<file path="src/hdl/lpg_pkg.sv">
package lpg_pkg;

    localparam int COLOUR_BITS = 16;

    // word kinds
    localparam logic KIND_LOAD = 1'b0;
    localparam logic KIND_STEP = 1'b1;

    // step direction codes of one axis
    typedef enum logic [1:0] {
        DIR_NONE = 2'd0,
        DIR_UP   = 2'd1,
        DIR_DOWN = 2'd3
    } t_dir;

    typedef struct packed {
        t_dir x;
        t_dir y;
    } t_dirs;

endpackage

</file>
<file path="src/hdl/lpg_in_if.sv">
interface lpg_in_if #(
    parameter int COORD_BITS = 8
) ();
    logic                          valid;
    logic                          ready;
    logic                          kind;
    logic [COORD_BITS-1:0]         start_x;
    logic [COORD_BITS-1:0]         start_y;
    logic [COORD_BITS-1:0]         end_x;
    logic [COORD_BITS-1:0]         end_y;
    logic [lpg_pkg::COLOUR_BITS-1:0] colour;

    modport source (
        output valid, kind, start_x, start_y, end_x, end_y, colour,
        input  ready
    );

    modport sink (
        input  valid, kind, start_x, start_y, end_x, end_y, colour,
        output ready
    );
endinterface

</file>
<file path="src/hdl/lpg_out_if.sv">
interface lpg_out_if #(
    parameter int COORD_BITS = 8
) ();
    logic                            valid;
    logic                            ready;
    logic [COORD_BITS-1:0]           pixel_x;
    logic [COORD_BITS-1:0]           pixel_y;
    logic [lpg_pkg::COLOUR_BITS-1:0] pixel_colour;
    logic                            last;

    modport source (
        output valid, pixel_x, pixel_y, pixel_colour, last,
        input  ready
    );

    modport sink (
        input  valid, pixel_x, pixel_y, pixel_colour, last,
        output ready
    );
endinterface

</file>
<file path="src/hdl/lpg_setup.sv">
module lpg_setup #(
    parameter int COORD_BITS = 8
) (
    input  logic [COORD_BITS-1:0] i_start_x,
    input  logic [COORD_BITS-1:0] i_start_y,
    input  logic [COORD_BITS-1:0] i_end_x,
    input  logic [COORD_BITS-1:0] i_end_y,
    output logic [COORD_BITS-1:0] o_delta_x,
    output logic [COORD_BITS-1:0] o_delta_y,
    output lpg_pkg::t_dirs        o_dirs,
    output logic [COORD_BITS-1:0] o_major
);
    import lpg_pkg::*;

    always_comb begin
        if (i_end_x > i_start_x) begin
            o_delta_x = i_end_x - i_start_x;
            o_dirs.x  = DIR_UP;
        end else if (i_end_x < i_start_x) begin
            o_delta_x = i_start_x - i_end_x;
            o_dirs.x  = DIR_DOWN;
        end else begin
            o_delta_x = '0;
            o_dirs.x  = DIR_NONE;
        end

        if (i_end_y > i_start_y) begin
            o_delta_y = i_end_y - i_start_y;
            o_dirs.y  = DIR_UP;
        end else if (i_end_y < i_start_y) begin
            o_delta_y = i_start_y - i_end_y;
            o_dirs.y  = DIR_DOWN;
        end else begin
            o_delta_y = '0;
            o_dirs.y  = DIR_NONE;
        end

        o_major = (o_delta_x > o_delta_y) ? o_delta_x : o_delta_y;
    end

endmodule

</file>
<file path="src/hdl/lpg_axis_step.sv">
module lpg_axis_step #(
    parameter int COORD_BITS = 8
) (
    input  logic [COORD_BITS-1:0] i_pos,
    input  logic [COORD_BITS:0]   i_err,
    input  logic [COORD_BITS-1:0] i_delta,
    input  logic [COORD_BITS-1:0] i_major,
    input  lpg_pkg::t_dir         i_dir,
    output logic [COORD_BITS-1:0] o_pos,
    output logic [COORD_BITS:0]   o_err
);
    import lpg_pkg::*;

    logic [COORD_BITS:0] w_sum;
    logic [COORD_BITS:0] w_major;

    assign w_major = {1'b0, i_major};
    assign w_sum   = i_err + {1'b0, i_delta};

    always_comb begin
        o_err = w_sum;
        o_pos = i_pos;
        if (w_sum > w_major) begin
            o_err = w_sum - w_major;
            case (i_dir)
                DIR_UP:   o_pos = i_pos + COORD_BITS'(1);
                DIR_DOWN: o_pos = i_pos - COORD_BITS'(1);
                default:  o_pos = i_pos;
            endcase
        end
    end

endmodule

</file>
<file path="src/hdl/line_pixel_generator_core.sv">
// A step word's pixel is loaded into the output register when the word is accepted.
// Throughput: one word per clock; the next word is taken while a pixel waits,
// as long as the output register is empty or drained in the same cycle.
// A load word updates the line state and emits nothing.
// Reset (synchronous, active low) clears the busy flag and the output valid;
// the line registers are loaded by the next load word.
module line_pixel_generator_core #(
    parameter int COORD_BITS = 8
) (
    input  logic           i_clk,
    input  logic           i_rst_n,
    lpg_in_if.sink         i_in,
    lpg_out_if.source      o_out
);
    import lpg_pkg::*;

    localparam int CNT_BITS = COORD_BITS + 1;

    // line state
    logic                   r_busy,        n_busy;
    logic [COORD_BITS-1:0]  r_cur_x,       n_cur_x;
    logic [COORD_BITS-1:0]  r_cur_y,       n_cur_y;
    logic [COORD_BITS-1:0]  r_delta_x,     n_delta_x;
    logic [COORD_BITS-1:0]  r_delta_y,     n_delta_y;
    t_dirs                  r_dirs,        n_dirs;
    logic [COORD_BITS-1:0]  r_major,       n_major;
    logic [COORD_BITS:0]    r_err_x,       n_err_x;
    logic [COORD_BITS:0]    r_err_y,       n_err_y;
    logic [CNT_BITS-1:0]    r_pixels_left, n_pixels_left;
    logic [COLOUR_BITS-1:0] r_colour,      n_colour;

    // output register
    logic                   r_out_valid;
    logic [COORD_BITS-1:0]  r_out_x;
    logic [COORD_BITS-1:0]  r_out_y;
    logic [COLOUR_BITS-1:0] r_out_colour;
    logic                   r_out_last;

    logic                   w_accept;
    logic                   w_emit;

    // load setup results
    logic [COORD_BITS-1:0]  w_ld_delta_x;
    logic [COORD_BITS-1:0]  w_ld_delta_y;
    t_dirs                  w_ld_dirs;
    logic [COORD_BITS-1:0]  w_ld_major;

    // per-axis step results
    logic [COORD_BITS-1:0]  w_step_x;
    logic [COORD_BITS-1:0]  w_step_y;
    logic [COORD_BITS:0]    w_step_err_x;
    logic [COORD_BITS:0]    w_step_err_y;

    // Take a word whenever the output register is free or drains this cycle.
    assign i_in.ready = !r_out_valid || o_out.ready;
    assign w_accept   = i_in.valid && i_in.ready;
    // A step word only produces a pixel while a line is active.
    assign w_emit     = w_accept && (i_in.kind == KIND_STEP) && r_busy;

    lpg_setup #(
        .COORD_BITS (COORD_BITS)
    ) u_setup (
        .i_start_x (i_in.start_x),
        .i_start_y (i_in.start_y),
        .i_end_x   (i_in.end_x),
        .i_end_y   (i_in.end_y),
        .o_delta_x (w_ld_delta_x),
        .o_delta_y (w_ld_delta_y),
        .o_dirs    (w_ld_dirs),
        .o_major   (w_ld_major)
    );

    lpg_axis_step #(
        .COORD_BITS (COORD_BITS)
    ) u_step_x (
        .i_pos   (r_cur_x),
        .i_err   (r_err_x),
        .i_delta (r_delta_x),
        .i_major (r_major),
        .i_dir   (r_dirs.x),
        .o_pos   (w_step_x),
        .o_err   (w_step_err_x)
    );

    lpg_axis_step #(
        .COORD_BITS (COORD_BITS)
    ) u_step_y (
        .i_pos   (r_cur_y),
        .i_err   (r_err_y),
        .i_delta (r_delta_y),
        .i_major (r_major),
        .i_dir   (r_dirs.y),
        .o_pos   (w_step_y),
        .o_err   (w_step_err_y)
    );

    always_comb begin
        n_busy        = r_busy;
        n_cur_x       = r_cur_x;
        n_cur_y       = r_cur_y;
        n_delta_x     = r_delta_x;
        n_delta_y     = r_delta_y;
        n_dirs        = r_dirs;
        n_major       = r_major;
        n_err_x       = r_err_x;
        n_err_y       = r_err_y;
        n_pixels_left = r_pixels_left;
        n_colour      = r_colour;

        if (w_accept && (i_in.kind == KIND_LOAD)) begin
            // Replace any line in flight; count is distance + 2 pixels
            // since the start pixel goes out twice.
            n_busy        = 1'b1;
            n_cur_x       = i_in.start_x;
            n_cur_y       = i_in.start_y;
            n_delta_x     = w_ld_delta_x;
            n_delta_y     = w_ld_delta_y;
            n_dirs        = w_ld_dirs;
            n_major       = w_ld_major;
            n_err_x       = '0;
            n_err_y       = '0;
            n_pixels_left = {1'b0, w_ld_major} + CNT_BITS'(2);
            n_colour      = i_in.colour;
        end else if (w_emit) begin
            // Advance both error sums and coordinates after emitting.
            n_cur_x = w_step_x;
            n_cur_y = w_step_y;
            n_err_x = w_step_err_x;
            n_err_y = w_step_err_y;
            if (r_pixels_left != '0) begin
                n_pixels_left = r_pixels_left - CNT_BITS'(1);
            end
            n_busy = (n_pixels_left != '0);
        end
    end

    always_ff @(posedge i_clk) begin
        if (!i_rst_n) begin
            r_busy <= 1'b0;
        end else begin
            r_busy <= n_busy;
        end
    end

    always_ff @(posedge i_clk) begin
        r_cur_x       <= n_cur_x;
        r_cur_y       <= n_cur_y;
        r_delta_x     <= n_delta_x;
        r_delta_y     <= n_delta_y;
        r_dirs        <= n_dirs;
        r_major       <= n_major;
        r_err_x       <= n_err_x;
        r_err_y       <= n_err_y;
        r_pixels_left <= n_pixels_left;
        r_colour      <= n_colour;
    end

    // Output register: load on emit, drop valid once the sink takes the word.
    always_ff @(posedge i_clk) begin
        if (!i_rst_n) begin
            r_out_valid <= 1'b0;
        end else if (w_emit) begin
            r_out_valid <= 1'b1;
        end else if (o_out.ready) begin
            r_out_valid <= 1'b0;
        end
    end

    always_ff @(posedge i_clk) begin
        if (w_emit) begin
            r_out_x      <= r_cur_x;
            r_out_y      <= r_cur_y;
            r_out_colour <= r_colour;
            r_out_last   <= (r_pixels_left == CNT_BITS'(1));
        end
    end

    assign o_out.valid        = r_out_valid;
    assign o_out.pixel_x      = r_out_x;
    assign o_out.pixel_y      = r_out_y;
    assign o_out.pixel_colour = r_out_colour;
    assign o_out.last         = r_out_last;

`ifndef SYNTHESIS
    // An active line always has pixels left to give.
    a_busy_has_count: assert property (@(posedge i_clk) disable iff (!i_rst_n)
        r_busy |-> (r_pixels_left != '0))
        else $error("busy with zero pixel count");

    // Error sums never exceed the major distance while a line is active.
    a_err_bounded: assert property (@(posedge i_clk) disable iff (!i_rst_n)
        r_busy |-> ((r_err_x <= {1'b0, r_major}) && (r_err_y <= {1'b0, r_major})))
        else $error("error sum above major distance");

    // Emitting the final pixel ends the line, and it carries the last flag.
    a_last_ends_line: assert property (@(posedge i_clk) disable iff (!i_rst_n)
        (w_emit && (r_pixels_left == CNT_BITS'(1))) |=> (!r_busy && r_out_last))
        else $error("final pixel did not end the line");

    // A load starts a fresh line with cleared error sums.
    a_load_clears: assert property (@(posedge i_clk) disable iff (!i_rst_n)
        (w_accept && (i_in.kind == KIND_LOAD))
            |=> (r_busy && (r_err_x == '0) && (r_err_y == '0)))
        else $error("load did not start a clean line");
`endif

endmodule
</file>
<file path="src/flat_wrapper.sv">
// flat-port wrapper written by rule: the top's interface ports become plain ports
module line_pixel_generator_core_flat import lpg_pkg::*;
#(
    parameter int COORD_BITS = 8
)
  (i_clk, i_rst_n, i_in_valid, i_in_kind, i_in_start_x, i_in_start_y, i_in_end_x, i_in_end_y, i_in_colour, i_in_ready, o_out_valid, o_out_pixel_x, o_out_pixel_y, o_out_pixel_colour, o_out_last, o_out_ready);
  lpg_in_if #(.COORD_BITS(COORD_BITS)) i_in_i ();
  lpg_out_if #(.COORD_BITS(COORD_BITS)) o_out_i ();
  input  logic i_clk;
  input  logic i_rst_n;
  input wire logic [$bits(i_in_i.valid)-1:0] i_in_valid;
  input wire logic [$bits(i_in_i.kind)-1:0] i_in_kind;
  input wire logic [$bits(i_in_i.start_x)-1:0] i_in_start_x;
  input wire logic [$bits(i_in_i.start_y)-1:0] i_in_start_y;
  input wire logic [$bits(i_in_i.end_x)-1:0] i_in_end_x;
  input wire logic [$bits(i_in_i.end_y)-1:0] i_in_end_y;
  input wire logic [$bits(i_in_i.colour)-1:0] i_in_colour;
  output wire logic [$bits(i_in_i.ready)-1:0] i_in_ready;
  output wire logic [$bits(o_out_i.valid)-1:0] o_out_valid;
  output wire logic [$bits(o_out_i.pixel_x)-1:0] o_out_pixel_x;
  output wire logic [$bits(o_out_i.pixel_y)-1:0] o_out_pixel_y;
  output wire logic [$bits(o_out_i.pixel_colour)-1:0] o_out_pixel_colour;
  output wire logic [$bits(o_out_i.last)-1:0] o_out_last;
  input wire logic [$bits(o_out_i.ready)-1:0] o_out_ready;
  assign i_in_i.valid = i_in_valid;
  assign i_in_i.kind = i_in_kind;
  assign i_in_i.start_x = i_in_start_x;
  assign i_in_i.start_y = i_in_start_y;
  assign i_in_i.end_x = i_in_end_x;
  assign i_in_i.end_y = i_in_end_y;
  assign i_in_i.colour = i_in_colour;
  assign i_in_ready = i_in_i.ready;
  assign o_out_valid = o_out_i.valid;
  assign o_out_pixel_x = o_out_i.pixel_x;
  assign o_out_pixel_y = o_out_i.pixel_y;
  assign o_out_pixel_colour = o_out_i.pixel_colour;
  assign o_out_last = o_out_i.last;
  assign o_out_i.ready = o_out_ready;
  line_pixel_generator_core #(.COORD_BITS(COORD_BITS)) u_core (.i_clk(i_clk), .i_rst_n(i_rst_n), .i_in(i_in_i), .o_out(o_out_i));
endmodule
</file>
<file path="config.mk">
export PLATFORM = sky130hd
export DESIGN_NAME = line_pixel_generator_core_flat
export DESIGN_NICKNAME = d
export VERILOG_FILES = /design/src/hdl/lpg_pkg.sv /design/src/hdl/lpg_in_if.sv /design/src/hdl/lpg_out_if.sv /design/src/hdl/lpg_setup.sv /design/src/hdl/lpg_axis_step.sv /design/src/hdl/line_pixel_generator_core.sv /design/src/flat_wrapper.sv
export SDC_FILE = /design/constraint.sdc
export NUM_CORES = 1
export LEC_CHECK = 0
export ABC_AREA = 1
export BUFFER_PORTS_ARGS = -buffer_cell sky130_fd_sc_hd__buf_2
export CAP_MARGIN = 5
export CORE_MARGIN = 4
export CORE_UTILIZATION = 30
export DETAILED_ROUTE_END_ITERATION = 12
export GPL_ROUTABILITY_DRIVEN = 0
export GPL_TIMING_DRIVEN = 0
export PLACE_DENSITY = 0.5
export SLEW_MARGIN = 20
export SYNTH_ARGS = -nofsm -noshare
export SYNTH_HDL_FRONTEND = slang
export SYNTH_SLANG_ARGS = --single-unit
</file>
<file path="constraint.sdc">
create_clock -name i_clk -period 5.3 [get_ports i_clk]
set_input_delay 0.53 -clock i_clk [delete_from_list [all_inputs] [get_ports i_clk]]
set_output_delay 0.53 -clock i_clk [all_outputs]
set_load 0.01 [all_outputs]
</file>
# == Yosys cells after proc, flatten, opt, wreduce, memory -nomap -nowiden ==
# Index checks and enable logic that the tools add are counted.
# W data, S select, Z words.
# op_classes
n_mux,26
bitwise,1
eq_ne,5
add_sub_neg,14
order_cmp,7
reduce_logical,16
# ops
operator,count
$mux W8,11
$mux W9,7
$pmux W8 S2,2
$sub A8 B8 Y8,4
$gt A8 B8 Y1,3
$add A9 B8 Y9,2
$gt A9 B8 Y1,2
$reduce_bool A9 Y1,2
$sub A9 B8 Y9,2
$add A8 B1 Y8 const B,2
$lt A8 B8 Y1,2
$sub A8 B1 Y8 const B,2
$add A8 B2 Y9 const B,1
$eq A9 B1 Y1 const B,1
$sub A9 B1 Y9 const B,1
$reduce_bool A2 Y1,4
$reduce_and A3 Y1,2
$reduce_bool A3 Y1,2
$eq A2 B1 Y1 const B,2
$eq A2 B2 Y1 const B,2
$logic_and A1 B1 Y1,4
$mux W1,4
$mux W2,2
$logic_not A1 Y1,1
other kinds (2),2
# totals
wordCells,86
regBits,122
in_bits,53

# == Depth between registers and ports, before layout ==
# depth
word_depth,10
mapped_depth,30
depth_no_buf,30

# == Hierarchy ==
# From an unflattened synthesis, not the netlist that was laid out.
# hier_totals
cells_unflattened,1269
area_unflattened_um2,9571.7
# by_module_without_submodules
module,area_per_inst_um2,cells_each,instances
line_pixel_generator_core,4515.6,354,1
lpg_axis_step,1497.7,270,2
lpg_setup,2060.7,375,1

# == Least setup slack after synthesis ==
# Ideal clock, no wire load.
# synth_path
path_type,input to register
from,input i_in_end_y[0]
to,register u_core.r_pixels_left[7] (data pin)
path_stages,27
required_time_ns,5.043
setup_slack_ns,1.309
arrival_time_ns,3.735
setup_ns,0.257
cell_sequence,inv_1 ha_1 inv_1 fa_1 nand2_1 nand2_1 nand3_2 nand2_2 inv_1 o21ai_0 a21o_1 nand2_1 inv_1 ha_1 a21oi_1 nor2_1 a211oi_1 nand2_4 nand2_8 nand2_1 o21ai_2 ha_1 nand3_2 nor2_2 nand3_1 nand3_1 nand2_1
# synth_via
elab_chain_len,7
elab_cells_between_ends,10
cone_classes,3 x add/sub; 3 x order compare; 4 x mux
# synth_rtl
item,line_no,text
from (decl),flat_wrapper.sv:16,input wire logic [$bits(i_in_i.end_y)-1:0] i_in_end_y;
$sub A8 B8 Y8 / $lt A8 B8 Y1 (equally long branches),"lpg_setup.sv:31, lpg_setup.sv:30",
$mux W8,lpg_setup.sv:30,end else if (i_end_y < i_start_y) begin
$mux W8 *,lpg_setup.sv:27,if (i_end_y > i_start_y) begin
via u_core.u_setup.o_delta_y[5],lpg_setup.sv:9,"output logic [COORD_BITS-1:0] o_delta_y,"
$gt A8 B8 Y1 *,lpg_setup.sv:38,o_major = (o_delta_x > o_delta_y) ? o_delta_x : o_delta_y;
$mux W8 *,lpg_setup.sv:38,
via u_core.u_setup.o_major[1],lpg_setup.sv:11,output logic [COORD_BITS-1:0] o_major
$add A8 B2 Y9 *,line_pixel_generator_core.sv:122,"n_pixels_left = {1'b0, w_ld_major} + CNT_BITS'(2);"
$mux W9 *,line_pixel_generator_core.sv:110,if (w_accept && (i_in.kind == KIND_LOAD)) begin
via u_core.n_pixels_left[7],line_pixel_generator_core.sv:29,"logic [CNT_BITS-1:0] r_pixels_left, n_pixels_left;"
to (signal assigned),line_pixel_generator_core.sv:154,r_pixels_left <= n_pixels_left;
to (decl),line_pixel_generator_core.sv:29,
# Mark *: on every way through the listed nets, which the timed path passes. The rest lies on a longest branch.
# A chain may end at the register's enable or synchronous reset.

# == Final worst setup path ==
# layout_path
from,input i_in_end_x[2]
to,register u_core.r_pixels_left[7] (data pin)
# layout_via
elab_chain_len,7
elab_cells_between_ends,10
cone_classes,3 x add/sub; 3 x order compare; 4 x mux
# layout_rtl
item,line_no,text
from (decl),flat_wrapper.sv:15,input wire logic [$bits(i_in_i.end_x)-1:0] i_in_end_x;
$sub A8 B8 Y8 / $lt A8 B8 Y1 (equally long branches),"lpg_setup.sv:20, lpg_setup.sv:19",
$mux W8,lpg_setup.sv:19,end else if (i_end_x < i_start_x) begin
$mux W8 *,lpg_setup.sv:16,if (i_end_x > i_start_x) begin
via u_core.u_setup.o_delta_x[5],lpg_setup.sv:8,"output logic [COORD_BITS-1:0] o_delta_x,"
$gt A8 B8 Y1 *,lpg_setup.sv:38,
$mux W8 *,lpg_setup.sv:38,
via u_core.u_setup.o_major[1],lpg_setup.sv:11,
$add A8 B2 Y9 *,line_pixel_generator_core.sv:122,
$mux W9 *,line_pixel_generator_core.sv:110,
via u_core.n_pixels_left[7],line_pixel_generator_core.sv:29,
# Marks and branches as above.

==> impl_results.md <==
* Clock root cell: clkbuf_16
* Wire length per cell at 14.8 µm
* Setup crit start kind: input port
* Share of cells above drive strength 1 at 15.8%
* Fill cells at 2776
* Largest net degree at the start of global routing at 54
* P_int at 2410 µW
* Area of the multi-input gates at 4150 µm²
* Synth Cell Area at 8260 µm²
* Final hold vios at 0
* Reg-to-reg slack, setup at 1.12 ns
* Nets at 1189
* First-pass GRT wire length at 33000 µm
* Die footprint at 30200 µm²
* Detailed-placement wirelength estimate at 15800 µm
* Antenna diodes at 0
* Critical path's slowest cell: o21ai_0
* Clock Latency Late Sink at 0.42 ns
* Hold/Removal Path Class: in -> reg
* Post-Route WL at 20700 µm
* Antenna violations before repair at 0
* CTS resizes at 0
* Syn-to-layout area delta at 17.7%
* CTS Buffer Depth at 2
* CP required at 5.46 ns
* Rows at 60
* Cells after Synth at 936
* WS Path Type: in -> reg
* Die Height at 174 µm
* Synth Flop Type: edfxtp_1
* F_max at 215 MHz
* Detail Route Antenna Nets at 0
* Synth Register Bits at 122
* Yosys warnings at 0
* Synthesized net count at 1083
* Setup WS pre-CTS at 0.319 ns
* Logic pwr share at 38.8%
* FF-to-FF Start: u_core.r_delta_y[0]
* Num CTS Buffers at 17
* Initial DRC count at 288
* CTS tree: done
* Number of synthesized flops with an enable pin at 102
* Layout Utilization at 36.0%
* Result of the run: complete, no violations
* Relative slew slack at 34.6%
* Via Count at 6464
* P_sw at 1480 µW
* Core outline area at 27000 µm²
* CP delay by family, top: compound AO/OA/AOI/OAI gates
* Hold path startpoint: i_in_colour[7]
* Syn avg cell area at 8.82 µm²
* Hold EP: u_core.r_colour[7]
* Worst r2r path cells at 19
* Vias in the first global route at 6221
* Synth unique cells at 52
* Worst-Margin Slew at 0.970 ns
* Critical Path, Cell by Cell: buf_2, inv_1, ha_1, buf_4, nand2_1, o21ai_0, inv_1, o21ai_0, xor2_1, o21ai_0, ha_1, a21oi_1, nor2_1, a211oi_1, nand2_4, nand2_8, nand2_1, o21ai_2, ha_1, nand3_2, nor2_2, nand3_1, nand3_1, nand2_1
* Tmin final at 4.65 ns
* Fin Setup TNS at 0 ns
* Switching share of power at 38.0%
* Clock Power Share at 30.2%
* Static Leak at 0.00454 µW
* MaxCap Viol Count at 0
* Hold depth at 1
* # H-tree levels at 4
* Bufs and invs on worst path at 4
* Final Max Tran Viols at 0
* CTS hold repair buffers at 0
* Reg area at 3460 µm²
* CP arrival at 4.81 ns
* Postcts setup bufs at 0
* Register area share after synthesis at 41.9%
* Synth async-reset ratio at 0%
* Peak VDD IR at 0.000247 V
* Final WS setup at 0.653 ns
* Total track usage at 13.8%
* Grt total ovfl at 0
* Crit path largest cell delay at 0.76 ns
* Initial Utilization at 30.6%
* Reg2reg end: u_core.r_cur_y[7]
* Most frequent cells in the layout: 175 x nand2_1, 148 x inv_1, 102 x edfxtp_1
* Skew final at 0.0104 ns
* DRC Markers at 0
* Drt pass-1 iters at 6
* CTS clk-pin slew, worst paths at 0.06 ns
* Sequential share of power at 31.0%
* Port-buffer cells at 87
* CP max FO at 8
* Io pins at 88
* Period utilisation layout at 87.7%
* Most common library cell in the layout ignoring fill and taps: nand2_1
* Die X at 174 µm
* Final setup viols at 0
* Cell area power density at 400 nW/µm²
* CTS Sinks at 122
* Via density per instance at 4.63
* Crit end category: register
* RSZ-0062 raised after global routing: false
[cells by family after synthesis]
kind of cell	synth area share [%]
AOI/OAI and AO/OA	11.1
adders and majority gates	15.1
DFF	41.9
and+or+nand+nor	19.7
buffers and inverters	7.86
xor gates and xnor gates	4.24
[area by class of cell]
cell class,count,area share [%]
Clock buffer,17,4.38
Tap cell,341,4.39
Clock inverter,15,1.70
Multi-Input combinational cell,648,42.7
Inverter,149,5.81
Sequential cell,122,35.6
Timing Repair Buffer,87,4.48
Buffer,17,0.940
[synth_stat cells (2+ instances only)]
cell type,count,share of area [%]
fa_1,10,2.4
nand3b_1,4,0.36
o31ai_1,3,0.27
nor2_2,3,0.23
edfxtp_1,102,37
xnor2_1,10,1.1
o211ai_1,3,0.27
a21oi_1,56,3.4
xor2_1,30,3.2
nand2_2,9,0.68
nand2_4,7,0.95
nor4_1,2,0.15
ha_1,84,13
nor2_1,73,3.3
nand3_2,3,0.36
nand3_4,2,0.42
o21ai_2,3,0.32
or2_2,8,0.61
inv_1,148,6.7
nor3_1,5,0.30
buf_4,2,0.18
nand4_1,3,0.23
a221oi_1,2,0.21
a21o_1,3,0.27
nand2_1,175,8.0
dfxtp_1,20,4.8
o21bai_1,6,0.55
o21ai_0,66,4.0
o22ai_1,5,0.38
a31oi_1,7,0.53
nand3_1,50,3.0
clkbuf_1,12,0.55
[routing by layer]
layer / routed length, µm / vias up / GRT usage, %
met5: 0 / - / 0
met4: 255 / 0 / 3.30
met3: 698 / 19 / 2.68
met2: 9700 / 109 / 22.4
met1: 10000 / 2994 / 19.0
li1: - / 3342 / -
[worst max-delay path by stage]
stage | from | to | slack, ns | cells past startpoint
final | i_in_end_x[2] | u_core.r_pixels_left[7] | 0.65 | 24
after global routing | i_in_end_x[2] | u_core.r_pixels_left[7] | 0.41 | 24
after CTS | i_in_end_x[2] | u_core.r_pixels_left[7] | 0.75 | 24
after detailed placement | i_in_end_x[2] | u_core.r_pixels_left[7] | 0.32 | 24
after global placement | i_in_end_x[2] | u_core.r_pixels_left[7] | 0.32 | 24
after floorplan | i_in_end_y[0] | u_core.r_pixels_left[7] | 1.31 | 27
[worst register-to-register path, stage by stage (launching register included)]
cell	delay (ns)
edfxtp_1	0.39
ha_1	0.23
fa_1	0.41
nand3_1	0.09
nand2_1	0.08
xor2_1	0.13
inv_1	0.06
ha_1	0.34
nand2_1	0.07
o21ai_0	0.25
nand2_1	0.11
nand2_1	0.08
a21oi_1	0.08
or2_2	0.29
nand2_1	0.06
o21ai_0	0.09
nand2_1	0.19
clkbuf_1	0.44
nand3_1	0.13
nand2_1	0.33
[flip-flops by register name, indices dropped and copies added (netlist names), 9 cells and up]
register                   count
u_core.o_out.pixel_colour     16
u_core.r_pixels_left           9
u_core.r_err_y                 9
u_core.r_colour               16
u_core.r_err_x                 9
[through the flow]
| step | hold slack (ns) | cells | cell area [µm²] | power, µW |
|---|---|---|---|---|
| finish | 0.285 | 1396 | 9720 | 3880 |
| global route | 0.263 | 1396 | 9720 | 4180 |
| CTS | 0.267 | 1396 | 9720 | 3920 |
| detailed placement | 0.406 | 1364 | 9130 | 2730 |
| global placement | 0.400 | 1364 | 9120 | 2710 |
| floorplan | 0.400 | 936 | 8260 | 2370 |
[power by group through the flow]
stage	Combinational (µW)	Clock, µW	Sequential [µW]
after floorplan	1160	0	1210
after global placement	1490	0	1220
after detailed placement	1510	0	1220
after CTS	1510	1200	1200
after global routing	1720	1250	1210
final	1510	1170	1200
Note: power is estimated with default switching activity, not from simulation.
